<file path="src/rtl/assert_macros.svh">
// Assertion macros shared by the cluster word encoder modules.
`ifndef ASSERT_MACROS_SVH
`define ASSERT_MACROS_SVH
`ifndef SYNTHESIS
// Checks that an expression holds at every clock edge outside reset.
`define ASSERT_ALWAYS(label, clk, rst, expr) \
   label: assert property (@(posedge clk) disable iff (rst) (expr)) \
      else $error("assertion failed");
// Checks that a condition in one cycle is followed by a result in the next.
`define ASSERT_NEXT(label, clk, rst, ante, cons) \
   label: assert property (@(posedge clk) disable iff (rst) (ante) |=> (cons)) \
      else $error("assertion failed");
`else
`define ASSERT_ALWAYS(label, clk, rst, expr)
`define ASSERT_NEXT(label, clk, rst, ante, cons)
`endif
`endif

</file>
<file path="src/rtl/pcwe_pkg.sv">
// Types, codes and helper functions of the pixel cluster word encoder.
package pcwe_pkg;

   localparam int MAP_BITS     = 7;
   localparam int ADDR_BITS    = 10;
   localparam int ENCODER_BITS = 4;

   // Input item kinds.
   localparam logic [1:0] KIND_HIT   = 2'd0;
   localparam logic [1:0] KIND_END   = 2'd1;
   localparam logic [1:0] KIND_ABORT = 2'd2;

   // Result word kinds.
   localparam logic [1:0] WORD_SHORT   = 2'd0;
   localparam logic [1:0] WORD_LONG    = 2'd1;
   localparam logic [1:0] WORD_TRAILER = 2'd2;

   typedef struct packed {
      logic [1:0]              kind;
      logic [ENCODER_BITS-1:0] hit_encoder;
      logic [ADDR_BITS-1:0]    pixel_address;
   } req_type;

   typedef struct packed {
      logic [1:0]              word_kind;
      logic [ENCODER_BITS-1:0] word_encoder;
      logic [ADDR_BITS-1:0]    word_base;
      logic [MAP_BITS-1:0]     word_hitmap;
      logic                    last;
   } rsp_type;

   // Words produced by one item: count is 0, 1 or 2.
   typedef struct packed {
      logic [1:0] count;
      rsp_type    first;
      rsp_type    second;
   } push_type;

   // Builds the data word for a cluster: short if only the base pixel was hit.
   function automatic rsp_type cluster_word(logic [ENCODER_BITS-1:0] enc,
                                            logic [ADDR_BITS-1:0]    base,
                                            logic [MAP_BITS-1:0]     map);
      rsp_type w;
      w.word_encoder = enc;
      w.word_base    = base;
      w.last         = 1'b0;
      if (map == '0) begin
         w.word_kind   = WORD_SHORT;
         w.word_hitmap = '0;
      end else begin
         w.word_kind   = WORD_LONG;
         w.word_hitmap = map;
      end
      return w;
   endfunction

   function automatic rsp_type trailer_word();
      rsp_type w;
      w.word_kind    = WORD_TRAILER;
      w.word_encoder = '0;
      w.word_base    = '0;
      w.word_hitmap  = '0;
      w.last         = 1'b0;
      return w;
   endfunction

endpackage

</file>
<file path="src/rtl/pcwe_in_stage.sv">
// Input register of the cluster word encoder.
module pcwe_in_stage (
   input  logic             clock,
   input  logic             reset,
   input  logic             req_valid,
   output logic             req_ready,
   input  pcwe_pkg::req_type req_word,
   input  logic             take,
   output logic             item_valid,
   output pcwe_pkg::req_type item
);

   logic              valid_ff, valid_in;
   pcwe_pkg::req_type item_ff,  item_in;

   // A new item can enter when the register is empty or is drained this cycle.
   assign req_ready = !valid_ff || take;

   always_comb begin
      valid_in = valid_ff;
      item_in  = item_ff;
      if (req_valid && req_ready) begin
         valid_in = 1'b1;
         item_in  = req_word;
      end else if (take) begin
         valid_in = 1'b0;
      end
   end

   always_ff @(posedge clock) begin
      if (reset) begin
         valid_ff <= 1'b0;
      end else begin
         valid_ff <= valid_in;
      end
      item_ff <= item_in;
   end

   assign item_valid = valid_ff;
   assign item       = item_ff;

endmodule

</file>
<file path="src/rtl/pcwe_cluster.sv">
// Cluster state and word building of the cluster word encoder.
`include "assert_macros.svh"
module pcwe_cluster (
   input  logic               clock,
   input  logic               reset,
   input  logic               csr_write_enable,
   input  logic               csr_write_data,
   input  logic               take,
   input  pcwe_pkg::req_type  item,
   output pcwe_pkg::push_type push
);

   localparam int AB = pcwe_pkg::ADDR_BITS;
   localparam int MB = pcwe_pkg::MAP_BITS;
   localparam int EB = pcwe_pkg::ENCODER_BITS;

   logic          enable_ff, enable_in;
   logic          open_ff,   open_in;
   logic [EB-1:0] enc_ff,    enc_in;
   logic [AB-1:0] base_ff,   base_in;
   logic [MB-1:0] map_ff,    map_in;

   logic [AB-1:0] diff_lo;
   logic          in_window;
   logic          top_bit;
   logic [MB-1:0] map_hit;
   pcwe_pkg::rsp_type open_word;
   logic          take_end;
   logic          take_abort;

   assign take_end   = take && (item.kind == pcwe_pkg::KIND_END);
   assign take_abort = take && (item.kind == pcwe_pkg::KIND_ABORT);

   always_comb begin
      diff_lo   = item.pixel_address - base_ff;
      in_window = (item.hit_encoder == enc_ff) && (item.pixel_address > base_ff) &&
                  (diff_lo <= AB'(MB));
      top_bit   = (diff_lo == AB'(MB));
      for (int i = 0; i < MB; i++) begin
         map_hit[i] = map_ff[i] | (diff_lo == AB'(i + 1));
      end
      open_word = pcwe_pkg::cluster_word(enc_ff, base_ff, map_ff);
   end

   always_comb begin
      enable_in = csr_write_enable ? csr_write_data : enable_ff;
      open_in   = open_ff;
      enc_in    = enc_ff;
      base_in   = base_ff;
      map_in    = map_ff;
      push.count  = 2'd0;
      push.first  = open_word;
      push.second = pcwe_pkg::trailer_word();
      if (take) begin
         case (item.kind)
            pcwe_pkg::KIND_HIT: begin
               if (!enable_ff) begin
                  push.count = 2'd1;
                  push.first = pcwe_pkg::cluster_word(item.hit_encoder,
                                                      item.pixel_address, '0);
               end else if (!open_ff) begin
                  open_in = 1'b1;
                  enc_in  = item.hit_encoder;
                  base_in = item.pixel_address;
                  map_in  = '0;
               end else if (in_window) begin
                  map_in = map_hit;
                  if (top_bit) begin
                     // The top hitmap bit is set: send the cluster now.
                     push.count = 2'd1;
                     push.first = pcwe_pkg::cluster_word(enc_ff, base_ff, map_hit);
                     open_in    = 1'b0;
                  end
               end else begin
                  push.count = 2'd1;
                  open_in    = 1'b1;
                  enc_in     = item.hit_encoder;
                  base_in    = item.pixel_address;
                  map_in     = '0;
               end
            end
            pcwe_pkg::KIND_END: begin
               open_in = 1'b0;
               if (open_ff) begin
                  push.count = 2'd2;
               end else begin
                  push.count = 2'd1;
                  push.first = pcwe_pkg::trailer_word();
               end
            end
            pcwe_pkg::KIND_ABORT: begin
               open_in = 1'b0;
               map_in  = '0;
            end
            default: begin
            end
         endcase
      end
      push.first.last  = (push.count == 2'd1);
      push.second.last = 1'b1;
   end

   always_ff @(posedge clock) begin
      if (reset) begin
         enable_ff <= 1'b1;
         open_ff   <= 1'b0;
         enc_ff    <= '0;
         base_ff   <= '0;
         map_ff    <= '0;
      end else begin
         enable_ff <= enable_in;
         open_ff   <= open_in;
         enc_ff    <= enc_in;
         base_ff   <= base_in;
         map_ff    <= map_in;
      end
   end

   `ASSERT_NEXT(a_end_closes, clock, reset, take_end, !open_ff)
   `ASSERT_NEXT(a_abort_clears, clock, reset, take_abort, !open_ff && map_ff == '0)
   `ASSERT_ALWAYS(a_pair_only_at_end, clock, reset, push.count != 2'd2 || (take_end && open_ff))

endmodule

</file>
<file path="src/rtl/pcwe_out_queue.sv">
// Result word queue of the cluster word encoder.
`include "assert_macros.svh"
module pcwe_out_queue (
   input  logic               clock,
   input  logic               reset,
   input  pcwe_pkg::push_type push,
   output logic               space_ok,
   output logic               rsp_valid,
   input  logic               rsp_ready,
   output pcwe_pkg::rsp_type  rsp_word
);

   localparam int QDEPTH = 3;

   pcwe_pkg::rsp_type q_ff [QDEPTH];
   pcwe_pkg::rsp_type q_in [QDEPTH];
   logic [1:0] count_ff, count_in;
   logic [1:0] after_pop;
   logic       pop;

   assign rsp_valid = (count_ff != 2'd0);
   assign rsp_word  = q_ff[0];
   assign pop       = rsp_valid && rsp_ready;

   always_comb begin
      after_pop = count_ff - 2'(pop);
      // Room for two words once this cycle's pop has happened.
      space_ok  = (after_pop <= 2'd1);
      for (int i = 0; i < QDEPTH - 1; i++) begin
         q_in[i] = pop ? q_ff[i + 1] : q_ff[i];
      end
      q_in[QDEPTH - 1] = q_ff[QDEPTH - 1];
      for (int i = 0; i < QDEPTH; i++) begin
         if (push.count != 2'd0 && after_pop == 2'(i)) begin
            q_in[i] = push.first;
         end
         if (push.count == 2'd2 && after_pop + 2'd1 == 2'(i)) begin
            q_in[i] = push.second;
         end
      end
      count_in = after_pop + push.count;
   end

   always_ff @(posedge clock) begin
      if (reset) begin
         count_ff <= 2'd0;
      end else begin
         count_ff <= count_in;
      end
      for (int i = 0; i < QDEPTH; i++) begin
         q_ff[i] <= q_in[i];
      end
   end

   `ASSERT_ALWAYS(a_no_overflow, clock, reset, push.count == 2'd0 || after_pop <= 2'd1)
   `ASSERT_NEXT(a_count_tracks, clock, reset, 1'b1, count_ff == $past(after_pop) + $past(push.count))

endmodule

</file>
<file path="src/rtl/pixel_cluster_word_encoder.sv">
// Top level of the pixel cluster word encoder.
//
// The block packs the pixel hits of one readout region into data words.
// Input words arrive on req_valid/req_ready/req_word: a hit (encoder id and
// pixel address, in rising address order), an end of region, or an abort.
// Result words leave on rsp_valid/rsp_ready/rsp_word: short words, long words
// with a hitmap of the pixels after the base, and a region trailer. The last
// flag marks the final word caused by one input word.
// Clustering is switched by csr_write_enable/csr_write_data; write it only
// while the block is idle.
// An accepted word waits in the input register until the queue has room for
// its words; the cluster logic handles it in a single pass, its results are
// registered in the output queue and offered on rsp_valid. One input word
// is taken every cycle while the queue has room; an end of region flushing
// a cluster yields two words. The single-pass cluster update sets the rate.
// When the receiver stalls, the three-entry output queue absorbs the words
// in flight and req_ready drops once it cannot take two more words.
// Synchronous reset empties both registers, closes any cluster and turns
// clustering on.
module pixel_cluster_word_encoder (
   input  logic              clock,
   input  logic              reset,
   input  logic              req_valid,
   output logic              req_ready,
   input  pcwe_pkg::req_type req_word,
   output logic              rsp_valid,
   input  logic              rsp_ready,
   output pcwe_pkg::rsp_type rsp_word,
   input  logic              csr_write_enable,
   input  logic              csr_write_data
);

   logic               item_valid;
   pcwe_pkg::req_type  item;
   logic               space_ok;
   logic               take;
   pcwe_pkg::push_type push;

   // The held item is processed as soon as the queue has room for its words.
   assign take = item_valid && space_ok;

   pcwe_in_stage u_in_stage (
      .clock      (clock),
      .reset      (reset),
      .req_valid  (req_valid),
      .req_ready  (req_ready),
      .req_word   (req_word),
      .take       (take),
      .item_valid (item_valid),
      .item       (item)
   );

   pcwe_cluster u_cluster (
      .clock            (clock),
      .reset            (reset),
      .csr_write_enable (csr_write_enable),
      .csr_write_data   (csr_write_data),
      .take             (take),
      .item             (item),
      .push             (push)
   );

   pcwe_out_queue u_out_queue (
      .clock     (clock),
      .reset     (reset),
      .push      (push),
      .space_ok  (space_ok),
      .rsp_valid (rsp_valid),
      .rsp_ready (rsp_ready),
      .rsp_word  (rsp_word)
   );

endmodule

</file>
<file path="config.mk">
export PLATFORM = sky130hd
export DESIGN_NAME = pixel_cluster_word_encoder
export DESIGN_NICKNAME = d
export VERILOG_FILES = /design/src/rtl/pcwe_pkg.sv /design/src/rtl/pcwe_in_stage.sv /design/src/rtl/pcwe_cluster.sv /design/src/rtl/pcwe_out_queue.sv /design/src/rtl/pixel_cluster_word_encoder.sv
export VERILOG_INCLUDE_DIRS = /design/src /design/src/rtl
export SDC_FILE = /design/constraint.sdc
export NUM_CORES = 1
export LEC_CHECK = 0
export ABC_AREA = 0
export BUFFER_PORTS_ARGS = -buffer_cell sky130_fd_sc_hd__buf_2
export CAP_MARGIN = 25
export CELL_PAD_IN_SITES_DETAIL_PLACEMENT = 1
export CELL_PAD_IN_SITES_GLOBAL_PLACEMENT = 2
export CORE_UTILIZATION = 42
export CTS_CLUSTER_SIZE = 10
export DETAILED_ROUTE_END_ITERATION = 8
export PLACE_DENSITY_LB_ADDON = 0.1
export SYNTH_ARGS = -nofsm -noshare
export SYNTH_HDL_FRONTEND = slang
export SYNTH_SLANG_ARGS = --single-unit
</file>
<file path="constraint.sdc">
create_clock -name clock -period 6.51 [get_ports clock]
set_clock_uncertainty 0.1 [all_clocks]
set_input_delay 1.302 -clock clock [delete_from_list [all_inputs] [get_ports clock]]
set_output_delay 1.302 -clock clock [all_outputs]
set_load 0.02 [all_outputs]
</file>
---- Yosys cells after proc, flatten, opt, wreduce, memory -nomap -nowiden ----
Memory sizes are Yosys's and may differ from the RTL's.
Index checks and enable logic that the tools add are counted.
Widths: inputs -> output; s select.
cells by class
  $lt $le $gt $ge ......................... 3
  equal/unequal tests ..................... 18
  muxes and demuxes ....................... 36
  reductions and logical operators ........ 27
  shifts and indexed selects .............. 0
  multipliers ............................. 0
  add/sub/neg operators ................... 4
  bitwise operators ....................... 7
  div/mod/pow operators ................... 0
operators with widths
  cell                 number
  $mux 24              10
  $mux 26              3
  $pmux 26 s2          1
  $eq 10x3->1 const B  4
  $mux 7               5
  $mux 25              1
  $eq 10x2->1 const B  2
  $mux 10              2
  $logic_not 7->1      2
  $pmux 7 s2           1
  $logic_and 1x1->1    11
  $eq 10x1->1 const B  1
  $gt 10x10->1         1
  $le 10x3->1 const B  1
  $reduce_bool 2->1    5
  $sub 10x10->10       1
  $mux 1               9
  $eq 2x1->1 const B   4
  $eq 2x2->1 const B   4
  $mux 4               2
  $or 1x1->1           7
  $logic_not 2->1      3
  $reduce_and 3->1     2
  $eq 4x4->1           1
  12 further kinds     12
storage, ports and cells
  ROM bits ................................ 0
  bits in writable memories ............... 72
  bits of input ports ..................... 22
  output and inout bits ................... 26
  memories kept ........................... 1
  register bits after elaboration ......... 42
  bits in latches ......................... 0
memories
  name              depth  width  read ports  clocked after Yosys merged registers in  wr ports  RTL line              text
  u_out_queue.q_ff  3      24     3           0                                        3         pcwe_out_queue.sv:15  pcwe_pkg::rsp_type q_ff [QDEPTH];

---- Longest topological paths before layout ----
Gate-level depths: netlist of the first run.
  depth in word-level cells ............... 15
  mapped depth ............................ 13
  mapped depth without buffers ............ 12

---- Modules after synthesis ----
Synthesis of the first run repeated with hierarchy kept, for this count alone.
second synthesis, totals
  cell total of the unflattened synthesis .. 662
  area total of the unflattened synthesis .. 6999.2 sq um
by module, submodules not included
  module                      area each (sq um)  times used  cells an instance  sequential area each (sq um)
  pcwe_out_queue              4022.6             1           328                2202.1
  pcwe_cluster                2434.8             1           312                460.4
  pcwe_in_stage               535.5              1           21                 500.5
  pixel_cluster_word_encoder  6.3                1           1                  0.0

---- Worst setup path after synthesis of the first run ----
OpenSTA, ideal clock, no wires.
  path type ............................... input to output
  start point ............................. in rsp_ready
  end point ............................... out req_ready
  arrival time ............................ 2.823 ns
  buffers on the path ..................... 1
  data required time ...................... 5.108 ns
  setup slack ............................. 2.285 ns
  cell stages on the path ................. 6
  cells stage by stage .................... nand2_1 -> inv_2 -> buf_1 -> ha_1 -> xor2_1 -> nand2_1
between the ends
  longest elaborated chain between the ends .. 5
RTL lines
  what               RTL line                          text
  start, declared    pixel_cluster_word_encoder.sv:27  input logic rsp_ready,
  $logic_and 1x1->1  pcwe_out_queue.sv:23              assign pop = rsp_valid && rsp_ready;
  $sub 2x1->2        pcwe_out_queue.sv:26              after_pop = count_ff - 2'(pop);
  $le 2x1->1         pcwe_out_queue.sv:28              space_ok = (after_pop <= 2'd1);
  $logic_and 1x1->1  pixel_cluster_word_encoder.sv:40  assign take = item_valid && space_ok;
  $logic_or 1x1->1   pcwe_in_stage.sv:17               assign req_ready = !valid_ff || take;
  end, declared      pixel_cluster_word_encoder.sv:24  output logic req_ready,
No other way between the ends.

---- Final worst setup path of the first run ----
Ends and elaborated chain as after synthesis.

==> key figures, run 1 <==
Status
  – Outcome: finished clean

Global route
  – Gr usage total: 22.5%
  – Initial antenna violation count: 0
  – Global-route wire length before repair: 24000 um
  – GRT overflow: 0
  – Largest net degree at the start of global routing: 43
  – Vias in the first global route: 4500

Clock tree
  – Max Root-Sink Buffers: 2
  – CTS resizes: 0
  – Post-CTS Hold Buffers: 0
  – Clk root buf: clkbuf_16
  – CTS H-tree depth: 4
  – CTS tree: yes
  – Clk sink count: 114
  – Setup bufs post-CTS: 0
  – Clk pin slew, worst setup/hold paths: 0.05 ns
  – Cts bufs inserted: 17
  – Clock Latency Late Sink: 0.42 ns

Detailed routing
  – DR vias/cell: 5.43
  – Via count: 4146
  – WL/cell: 19.1 um
  – Drt first pass iters: 4
  – 1st-iter DRT viols: 126
  – DRC viols: 0
  – Post-route ant nets: 0
  – Final WL: 14600 um

Cells and area
  – Finished Layout Cells: 763
  – Most common cell after layout, fill and taps aside: dfxtp_1
  – Area delta synth->final: 15.1%
  – Layout cells sized above 1: 22.7%
  – Most frequent cells in the layout: dfxtp_1 (98), mux2i_1 (55), buf_2 (47), nor2_1 (34), nand2_1 (29)
  – FF+latch area: 2440 um^2
  – ANT cells: 0
  – Number of fill cells: 1455
  – # nets final: 612
  – Util after Layout: 49.4%
  – Post-route cell area: 6510 um^2
  – Area of the multi-input gates: 2820 um^2

Yosys
  – Synth Flop Type: dfxtp_1
  – Register bit total from synthesis: 114
  – Yosys cell types: 61
  – Mean Syn Cell Area: 10.2 um^2
  – Number of synthesized flops with an enable pin: 16
  – Post-synth ARST share: 0%
  – Synth warnings: 0
  – Syn nets: 592
  – Sequential area share after synthesis: 43.2%
  – Area of the mapped netlist: 5660 um^2
  – Mapped Cells: 555

Timing
  – Slew @ Worst Pin: 1.01 ns
  – Fin crit share: 67.9%
  – Fin. Hold Viols: 0
  – Tmin final: 4.42 ns
  – Max-slew violation count: 0
  – Setup violations, final: 0
  – Peak Freq: 226 MHz
  – RSZ-0062 raised after global routing: no
  – Post-route setup TNS: 0 ns
  – Min Hold Slack: 0.352 ns
  – Slew HR: 32.6%
  – Final WS setup: 2.09 ns

Worst setup path
  – Dominant delay contributor by cell family on the critical path: buffers and inverters
  – Cell Chain, Critical Path: buf_2 > nand2_1 > buf_4 > inv_2 > ha_1 > xor2_1 > nand2_1 > buf_2
  – CP max FO: 42
  – Worst setup path category: primary input to output port
  – Worst path slowest cell: xor2_1
  – CP Capture Type: output port
  – CP Buf/Inv Count: 4
  – Worst setup SP type: primary input
  – Data required time of the worst path: 5.11 ns
  – Crit path largest cell delay: 0.45 ns
  – Worst EP arrival: 3.02 ns

Pwr
  – Final Total Pwr: 2.73 mW
  – LEAKAGE: 2.61 nW
  – Worst VDD drop: 248 uV
  – Pwr dens: 419 nW/um^2

Die
  – Die area: 13900 um^2
  – Die H: 118 um
  – Num rows: 42
  – Core area: 13200 um^2
  – I/O pins: 48
  – Initial Utilization: 42.9%
  – Die Width: 118 um

Job
  – MaxCap Viol Count: 0

Placement
  – DP Cell Count: 732
  – GP Congestion: 0.850
  – Placement Cell Area: 5880 um^2
  – DP Wirelength: 9810 um
  – Pre-CTS setup slack: 1.98 ns
  – Port bufs: 47

Min path
  – Tightest Hold Check Type: flop to flop
[worst paths after layout]
path | start | to | slack [ns] | cells past startpoint
worst max-delay path | rsp_ready | req_ready | 2.09 | 8
worst min-delay path | u_out_queue.q_ff[0][48]$_SDFFE_PP1P_ | u_out_queue.q_ff[0][48]$_SDFFE_PP1P_ | 0.35 | 1
worst max register to register | u_in_stage.item[0]$_DFFE_PP_ | u_out_queue.q_ff[0][50]$_SDFFE_PP0P_ | 2.38 | 11
worst min register to register | u_out_queue.q_ff[0][48]$_SDFFE_PP1P_ | u_out_queue.q_ff[0][48]$_SDFFE_PP1P_ | 0.35 | 1
[flip-flops by register name (all words and copies together), names as in the netlist]
signal and count:
u_cluster.enc_ff 4, u_in_stage.item_valid 1, u_in_stage.item 16, u_cluster.enable_ff 1
u_out_queue.count_ff 2, u_out_queue.q_ff 72, u_cluster.open_ff 1, u_cluster.map_ff 7
u_cluster.base_ff 10
[layout make-up]
class / instances / area share (%)
Tap cell: 176 / 3.38
Sequential cell: 114 / 37.5
Clock inverter: 5 / 0.884
Inverter: 22 / 1.27
Clock buffer: 26 / 8.80
Timing Repair Buffer: 55 / 4.84
Multi-Input combinational cell: 365 / 43.3
[power by group]
part	internal (mW)	switching, mW	total (mW)
Clock	0.643	0.330	0.973
Sequential	0.838	0.0670	0.905
Combinational	0.309	0.540	0.849
Total	1.79	0.937	2.73
[worst reg2reg max path, delay by kind of cell, from the launching register on]
kind / cells / cell delay (ns)
and+or+nand+nor: 4 / 1.61
AOI/OAI and AO/OA: 4 / 1.21
adders and majority gates: 2 / 0.55
DFF: 1 / 0.42
buffers and inverters: 1 / 0.08
[synth_stat cells (4+ instances only)]
cell / n / area, um^2
a211o_1: 4 / 35.0
a211oi_1: 11 / 82.6
a211oi_2: 10 / 125
a21oi_1: 20 / 100
a221oi_2: 20 / 300
a22oi_1: 11 / 82.6
a31oi_1: 4 / 25.0
and2_1: 27 / 169
buf_2: 9 / 45.0
buf_4: 24 / 180
clkbuf_1: 15 / 56.3
dfxtp_1: 98 / 1960
edfxtp_1: 16 / 480
ha_1: 14 / 175
inv_1: 21 / 78.8
mux2_2: 4 / 45.0
mux2i_1: 55 / 551
nand2_1: 29 / 109
nand3_1: 8 / 40.0
nor2_1: 35 / 131
nor2b_1: 24 / 150
nor3_1: 14 / 70.1
o211ai_1: 4 / 30.0
o21ai_0: 7 / 35.0
or3_1: 5 / 31.3
xnor2_1: 7 / 61.3
xor2_1: 4 / 35.0
[cells by family after synthesis]
kind of cell,Yosys count,synth area share [%]
buffers and inverters,76,7.23
adders and majority gates,15,3.45
muxes,59,10.5
AOI/OAI and AO/OA,116,18.7
DFF,114,43.2
and+or+nand+nor,164,15.2
xor gates and xnor gates,11,1.70
[per-layer routing]
layer	routed length [um]	track usage, %	up-vias
met5	0	0	-
met2	7220	38.8	45
met4	170	7.29	0
met1	6820	27.4	2041
met3	363	5.62	16
li1	-	-	2044
(Power assumes the default switching activity.)
==> run 2: changes to the inputs <==
--- a/config.mk
+++ b/config.mk
@@ -6,12 +6,12 @@
 export SDC_FILE = /design/constraint.sdc
 export NUM_CORES = 1
 export LEC_CHECK = 0
-export ABC_AREA = 0
+export ABC_AREA = 1
 export BUFFER_PORTS_ARGS = -buffer_cell sky130_fd_sc_hd__buf_2
 export CAP_MARGIN = 25
 export CELL_PAD_IN_SITES_DETAIL_PLACEMENT = 1
 export CELL_PAD_IN_SITES_GLOBAL_PLACEMENT = 2
-export CORE_UTILIZATION = 42
+export CORE_UTILIZATION = 35
 export CTS_CLUSTER_SIZE = 10
 export DETAILED_ROUTE_END_ITERATION = 8
 export PLACE_DENSITY_LB_ADDON = 0.1
==> constraint.sdc (replaced) <==
create_clock -name clock -period 4.5 [get_ports clock]
set_clock_uncertainty 0.1 [all_clocks]
set_input_delay 0.9 -clock clock [delete_from_list [all_inputs] [get_ports clock]]
set_output_delay 0.9 -clock clock [all_outputs]
set_load 0.02 [all_outputs]
==> run 2 against run 1 <==
  * Non-clock buffer count did not move
  * Sequential share of layout area is 0.62 points lower
  * Critical path type is now flop to flop
  * First-iteration DRC count up 94%
  * Largest power group is now sequential cells
  * Via count increased by 20%
  * Worst hold slack lost 0.021 ns
  * Sequential cell count unchanged
  * Total power up 42%
  * Register-to-register slack got worse by 1.7 ns
  * Largest cell class unchanged
  * Sequential power increased by 58%
==> key figures, run 2 <==
Worst setup path
  – Worst setup SP type: flop
  – Critical Path Source: u_in_stage.item[0]$_DFFE_PP_
  – CP Capture Type: flop
  – CP max FO: 28 (-33%)
  – Worst setup path category: flop to flop
  – Data required time of the worst path: 4.73 ns (-0.38 ns)
  – Most numerous cell on the critical path: nand2_1
  – Worst path slowest cell: nand2_2
  – R2R cell count: 21 (+10)
  – Cell Chain, Critical Path: inv_1 > ha_1 > fa_1 > inv_1 > nand2_1 > nand2_1 > nand2_1 > xor2_1 > inv_1 > nor2_2 > nand2_2 > nor2_4 > nand3_1 > nand2_1 > nand3_1 > nand2_2 > nand2_4 > nand2_2 > buf_4 > nand3_1 > o211ai_1
  – Crit path largest cell delay: 0.48 ns (+0.03 ns)
  – Worst flop-to-flop path startpoint: u_in_stage.item[0]$_DFFE_PP_
  – Worst EP arrival: 4.06 ns (+1.04 ns)
  – Worst Setup EP: u_out_queue.q_ff[0][21]$_SDFFE_PP0P_
  – Flop2flop setup slack: 0.66 ns (-1.72 ns)
  – RR Endpoint: u_out_queue.q_ff[0][21]$_SDFFE_PP0P_

Yosys
  – Top cells by area, synth: dfxtp_1 (34%), nand2_1 (12%), nand3_1 (8.6%), edfxtp_1 (8.2%), inv_1 (6.4%)
  – Post-synth ARST share: 0% (unchanged)
  – Area of the mapped netlist: 5840 um^2 (+3.3%)
  – Mean Syn Cell Area: 7.66 um^2 (-25%)
  – Mapped Cells: 763 (+37%)
  – Sequential area share after synthesis: 41.8% (-1.4 points)
  – Top-count cell post-synth: nand2_1
  – Number of synthesized flops with an enable pin: 16 (unchanged)
  – Top cells by count, synth: nand2_1 (182), inv_1 (100), nand3_1 (100), dfxtp_1 (98), a21oi_1 (33)
  – Synth warnings: 0 (unchanged)
  – Synth Flop Type: dfxtp_1
  – Yosys cell types: 37 (-39%)
  – Register bit total from synthesis: 114 (unchanged)
  – Syn nets: 800 (+35%)
  – Largest area contributor in the synthesized netlist: dfxtp_1
  – Share of the synthesized area in the top cell type: 33.6% (-1.1 points)

Detailed routing
  – WL/cell: 16.1 um (-16%)
  – Via count: 4978 (+20%)
  – DRC viols: 0 (unchanged)
  – Post-route ant nets: 0 (unchanged)
  – 1st-iter DRT viols: 245 (+94%)
  – Drt first pass iters: 4 (unchanged)
  – DR vias/cell: 4.94 (-9.1%)
  – Final WL: 16200 um (+11%)

Job
  – MaxCap Viol Count: 0 (unchanged)

Global route
  – Global-route wire length before repair: 26800 um (+12%)
  – Largest net degree at the start of global routing: 52 (+21%)
  – Initial antenna violation count: 0 (unchanged)
  – GRT overflow: 0 (unchanged)
  – Vias in the first global route: 5218 (+16%)
  – Gr usage total: 19.8% (-2.8 points)

Placement
  – Port bufs: 47 (unchanged)
  – DP Wirelength: 11200 um (+15%)
  – Placement Cell Area: 6050 um^2 (+2.9%)
  – GP Congestion: 0.899 (+5.7%)

Timing
  – Fin crit share: 85.3%
  – Max-slew violation count: 0 (unchanged)
  – Setup violations, final: 0 (unchanged)
  – Fin. Hold Viols: 0 (unchanged)
  – Slew @ Worst Pin: 0.913 ns (-0.0931 ns)
  – Tmin final: 3.84 ns
  – Post-route setup TNS: 0 ns (unchanged)
  – RSZ-0062 raised after global routing: no
  – Slew HR: 39.0% (+6.4 points)
  – Peak Freq: 261 MHz

Clock tree
  – Post-CTS Hold Buffers: 0 (unchanged)
  – Clk root buf: clkbuf_16
  – CTS H-tree depth: 4 (unchanged)
  – Max Root-Sink Buffers: 2 (unchanged)
  – CTS resizes: 0 (unchanged)
  – Cts bufs inserted: 17 (unchanged)
  – CTS tree: yes
  – Clk pin slew, worst setup/hold paths: 0.05 ns (about the same)
  – Clock Latency Late Sink: 0.41 ns (about the same)
  – Clk sink count: 114 (unchanged)
  – Setup bufs post-CTS: 0 (unchanged)

Cells and area
  – Util after Layout: 41.1% (-8.3 points)
  – Top reg by flops: u_out_queue.q_ff
  – Number of fill cells: 2011 (+38%)
  – Most frequent cells in the layout: nand2_1 (181), inv_1 (100), nand3_1 (100), dfxtp_1 (98), buf_2 (47)
  – Most common cell after layout, fill and taps aside: nand2_1
  – Area delta synth->final: 13.3%
  – ANT cells: 0 (unchanged)
  – Max reg flops: 72 (unchanged)
  – Post-route cell area: 6620 um^2 (+1.7%)
  – # nets final: 816 (+33%)
  – Layout cells sized above 1: 17.0% (-5.6 points)

Min path
  – Tightest Hold Check Type: flop to flop

Die
  – Core area: 16100 um^2 (+22%)
  – Num rows: 46 (+9.5%)
  – I/O pins: 48 (unchanged)
  – Die area: 17200 um^2 (+23%)
  – Die Width: 131 um (+11%)
  – Initial Utilization: 36.3% (-6.6 points)
  – Die H: 131 um (+11%)

Pwr
  – Pwr dens: 583 nW/um^2 (+39%)
  – Worst VDD drop: 275 uV (+11%)
  – LEAKAGE: 3.02 nW (+16%)

Status
  – Outcome: finished clean
run 2: cell types whose count changed after synthesis, moves of 20 or more:
cell	delta
and2_1	-27
a221oi_2	-20
mux2i_1	-55
nor2b_1	-24
nand2_1	+153
inv_1	+79
nand3_1	+92
run 2: area by class of cell:
type | instances | area (um^2) | area share [%]
Multi-Input combinational cell | 489 | 2650 | 40.0
Clock buffer | 25 | 527 | 7.96
Tap cell | 216 | 270 | 4.08
Inverter | 102 | 383 | 5.78
Clock inverter | 7 | 45.0 | 0.680
Timing Repair Buffer | 55 | 308 | 4.65
Sequential cell | 114 | 2440 | 36.9
run 2: metrics by stage:
step | power [mW] | setup slack (ns) | cells | hold WS (ns)
final | 3.86 | 0.662 | 1008 | 0.331
after global routing | 4.08 | 0.297 | 1008 | 0.360
after CTS | 3.91 | 0.641 | 1008 | 0.332
after detailed placement | 2.60 | 0.434 | 976 | 0.317
after global placement | 2.56 | 0.542 | 976 | 0.317
after floorplan | 2.39 | 1.03 | 763 | 0.297
run 2: kinds of logic after synthesis:
kind of cell               count (synthesis)  synth area share, %
xor gates and xnor gates                   7                 1.05
DFF                                      114                 41.8
buffers and inverters                    160                 13.0
and+or+nand+nor                          359                 29.1
AOI/OAI and AO/OA                        108                 11.8
adders and majority gates                 15                 3.34
run 2: worst min path at each step:
stage                                               startpoint                                   end  slack, ns  cells after the start
after CTS                 u_out_queue.q_ff[0][71]$_SDFFE_PP1P_  u_out_queue.q_ff[0][71]$_SDFFE_PP1P_       0.33                      2
final                     u_out_queue.q_ff[0][71]$_SDFFE_PP1P_  u_out_queue.q_ff[0][71]$_SDFFE_PP1P_       0.33                      2
after floorplan           u_out_queue.q_ff[0][48]$_SDFFE_PP1P_  u_out_queue.q_ff[0][48]$_SDFFE_PP1P_       0.30                      2
after detailed placement  u_out_queue.q_ff[0][71]$_SDFFE_PP1P_  u_out_queue.q_ff[0][71]$_SDFFE_PP1P_       0.32                      2
after global placement    u_out_queue.q_ff[0][71]$_SDFFE_PP1P_  u_out_queue.q_ff[0][71]$_SDFFE_PP1P_       0.32                      2
after global routing      u_out_queue.q_ff[0][50]$_SDFFE_PP0P_  u_out_queue.q_ff[0][50]$_SDFFE_PP0P_       0.36                      2
run 2: where the power goes:
part	switching (mW)	total [mW]	leakage (nW)	internal, mW
Clock	0.478	1.29	0.281	0.808
Sequential	0.153	1.43	0.953	1.28
Combinational	0.752	1.14	1.79	0.393
run 2: worst max-delay path, delay by kind of cell, from the launching register on:
family,cells,cell delay [ns]
AND/OR/NAND/NOR,13,1.81
XOR/XNOR,1,0.13
buffers and inverters,4,0.55
AO/OA/AOI/OAI,1,0.13
adder cells (fa/ha/maj),2,0.66
flip-flops,1,0.37
run 2: metal layers:
layer  global-route usage [%]  up-vias  part of all wire, %
met4                     7.65        0                  2.1
met3                     3.70       22                  2.7
met1                     25.3     2384                   49
met5                        0        -                    0
li1                         -     2506                    -
met2                     32.7       66                   46
==> run 3: changes to the inputs <==
--- a/config.mk
+++ b/config.mk
@@ -6,15 +6,16 @@
 export SDC_FILE = /design/constraint.sdc
 export NUM_CORES = 1
 export LEC_CHECK = 0
-export ABC_AREA = 1
+export ABC_AREA = 0
 export BUFFER_PORTS_ARGS = -buffer_cell sky130_fd_sc_hd__buf_2
 export CAP_MARGIN = 25
 export CELL_PAD_IN_SITES_DETAIL_PLACEMENT = 1
 export CELL_PAD_IN_SITES_GLOBAL_PLACEMENT = 2
-export CORE_UTILIZATION = 35
+export CORE_UTILIZATION = 39
 export CTS_CLUSTER_SIZE = 10
 export DETAILED_ROUTE_END_ITERATION = 8
 export PLACE_DENSITY_LB_ADDON = 0.1
 export SYNTH_ARGS = -nofsm -noshare
 export SYNTH_HDL_FRONTEND = slang
 export SYNTH_SLANG_ARGS = --single-unit
+export TNS_END_PERCENT = 20
==> run 3 against run 2 <==
  * Non-clock buffer count is 2 higher
  * Die area is 13% lower
  * Worst hold slack better by 0.019 ns
  * Critical path depth is 9 lower
  * Maximum frequency is 1.4% lower
  * Largest power group is now the clock network
  * Highest routed layer unchanged
==> key figures, run 3 (synthesized netlist as in run 1, its figures left out) <==
Clock tree
  – Clk pin slew, worst setup/hold paths: 0.05 ns (about the same)
  – CTS resizes: 0 (unchanged)
  – Setup bufs post-CTS: 0 (unchanged)
  – CTS H-tree depth: 4 (unchanged)
  – Clock Latency Late Sink: 0.42 ns (about the same)
  – CTS tree: yes
  – Clk sink count: 114 (unchanged)
  – Cts bufs inserted: 17 (unchanged)
  – Clk root buf: clkbuf_16
  – Post-CTS Hold Buffers: 0 (unchanged)
  – Max Root-Sink Buffers: 2 (unchanged)

Die
  – Num rows: 43 (-6.5%)
  – I/O pins: 48 (unchanged)
  – Initial Utilization: 40.3% (+4.0 points)
  – Core area: 14000 um^2 (-13%)
  – Die H: 122 um (-6.7%)
  – Die Width: 122 um (-6.7%)
  – Die area: 15000 um^2 (-13%)

Detailed routing
  – Post-route ant nets: 0 (unchanged)
  – Via count: 4155 (-17%)
  – DRC viols: 0 (unchanged)
  – WL/cell: 19.0 um (+18%)
  – DR vias/cell: 5.40 (+9.4%)
  – Drt first pass iters: 6 (+2)
  – Final WL: 14600 um (-10%)
  – 1st-iter DRT viols: 154 (-37%)

Timing
  – Max-slew violation count: 0 (unchanged)
  – Tmin final: 3.89 ns (+0.0564 ns)
  – Peak Freq: 257 MHz (-1.4%)
  – Fin. Hold Viols: 0 (unchanged)
  – Fin crit share: 86.5% (+1.3 points)
  – Slew @ Worst Pin: 0.885 ns (-0.0283 ns)
  – Final WS setup: 0.606 ns (-0.0564 ns)
  – Setup violations, final: 0 (unchanged)
  – Slew HR: 40.9% (+2.0 points)
  – RSZ-0062 raised after global routing: no
  – Post-route setup TNS: 0 ns (unchanged)
  – Min Hold Slack: 0.349 ns (+0.0187 ns)

Worst setup path
  – Worst EP arrival: 4.13 ns (+0.07 ns)
  – Crit path largest cell delay: 0.62 ns (+0.14 ns)
  – Worst setup SP type: flop
  – Flop2flop setup slack: 0.61 ns (-0.06 ns)
  – CP max FO: 15 (-46%)
  – Data required time of the worst path: 4.73 ns (about the same)
  – Cell Chain, Critical Path: inv_1 > ha_1 > fa_1 > nor2b_4 > o31a_1 > or4b_1 > a2bb2oi_1 > a211oi_1 > a31o_2 > a21oi_4 > buf_4 > mux2i_1
  – Worst setup path category: flop to flop
  – Dominant delay contributor by cell family on the critical path: compound AO/OA/AOI/OAI gates
  – CP Capture Type: flop
  – CP Buf/Inv Count: 2 (-2)
  – Worst path slowest cell: a21oi_4

Placement
  – DP Wirelength: 9980 um (-11%)
  – Placement Cell Area: 5930 um^2 (-1.9%)
  – Port bufs: 47 (unchanged)
  – Pre-CTS setup slack: 0.685 ns (+0.251 ns)
  – GP Congestion: 0.872 (-2.9%)
  – DP Cell Count: 738 (-24%)

Cells and area
  – ANT cells: 0 (unchanged)
  – Util after Layout: 46.8% (+5.7 points)
  – Post-route cell area: 6570 um^2 (-0.72%)
  – Most common cell after layout, fill and taps aside: dfxtp_1
  – Area delta synth->final: 16.2%
  – Layout cells sized above 1: 22.8% (+5.7 points)
  – Max reg flops: 72 (unchanged)
  – Finished Layout Cells: 769 (-24%)
  – Top reg by flops: u_out_queue.q_ff
  – # nets final: 614 (-25%)
  – Most frequent cells in the layout: dfxtp_1 (98), mux2i_1 (55), buf_2 (47), nor2_1 (34), nand2_1 (29)

Global route
  – Initial antenna violation count: 0 (unchanged)
  – Largest net degree at the start of global routing: 42 (-19%)
  – GRT overflow: 0 (unchanged)
  – Vias in the first global route: 4327 (-17%)
  – Gr usage total: 21.3% (+1.5 points)
  – Global-route wire length before repair: 23600 um (-12%)

Status
  – Outcome: finished clean

Pwr
  – Worst VDD drop: 279 uV (+1.5%)
  – Pwr dens: 610 nW/um^2 (+4.6%)
  – Final Total Pwr: 4.01 mW (+3.9%)
  – LEAKAGE: 2.64 nW (-13%)

Job
  – MaxCap Viol Count: 0 (unchanged)

Min path
  – Tightest Hold Check Type: flop to flop
## run 3: area by class of cell
cell class	instances	area, um^2
fillers	1523	7470
repair buffers	57	363
flip-flops and latches	114	2440
multi-input cells	365	2820
inverters	22	82.6
clock buffers	24	524
well taps	180	225
clock inverters	7	115
## run 3: routing by layer
layer	track usage, %	up-vias	wire length, um
met5	0	-	0
met4	9.76	0	298
met3	4.55	20	368
met2	34.7	55	6890
met1	26.9	2047	7020
li1	-	2033	-
## run 3: worst paths after layout
path	cells after the start	to	from
max reg2reg	12	u_out_queue.q_ff[0][3]$_SDFFE_PP0P_	u_in_stage.item[0]$_DFFE_PP_
min reg2reg	1	u_out_queue.q_ff[0][48]$_SDFFE_PP1P_	u_out_queue.q_ff[0][48]$_SDFFE_PP1P_
max	12	u_out_queue.q_ff[0][3]$_SDFFE_PP0P_	u_in_stage.item[0]$_DFFE_PP_
min	1	u_out_queue.q_ff[0][48]$_SDFFE_PP1P_	u_out_queue.q_ff[0][48]$_SDFFE_PP1P_
## run 3: power by group
part           switching [mW]  internal [mW]  leakage (nW)
combinational           0.787          0.453          1.37
sequential             0.0969           1.21         0.952
clock                   0.485          0.978         0.317
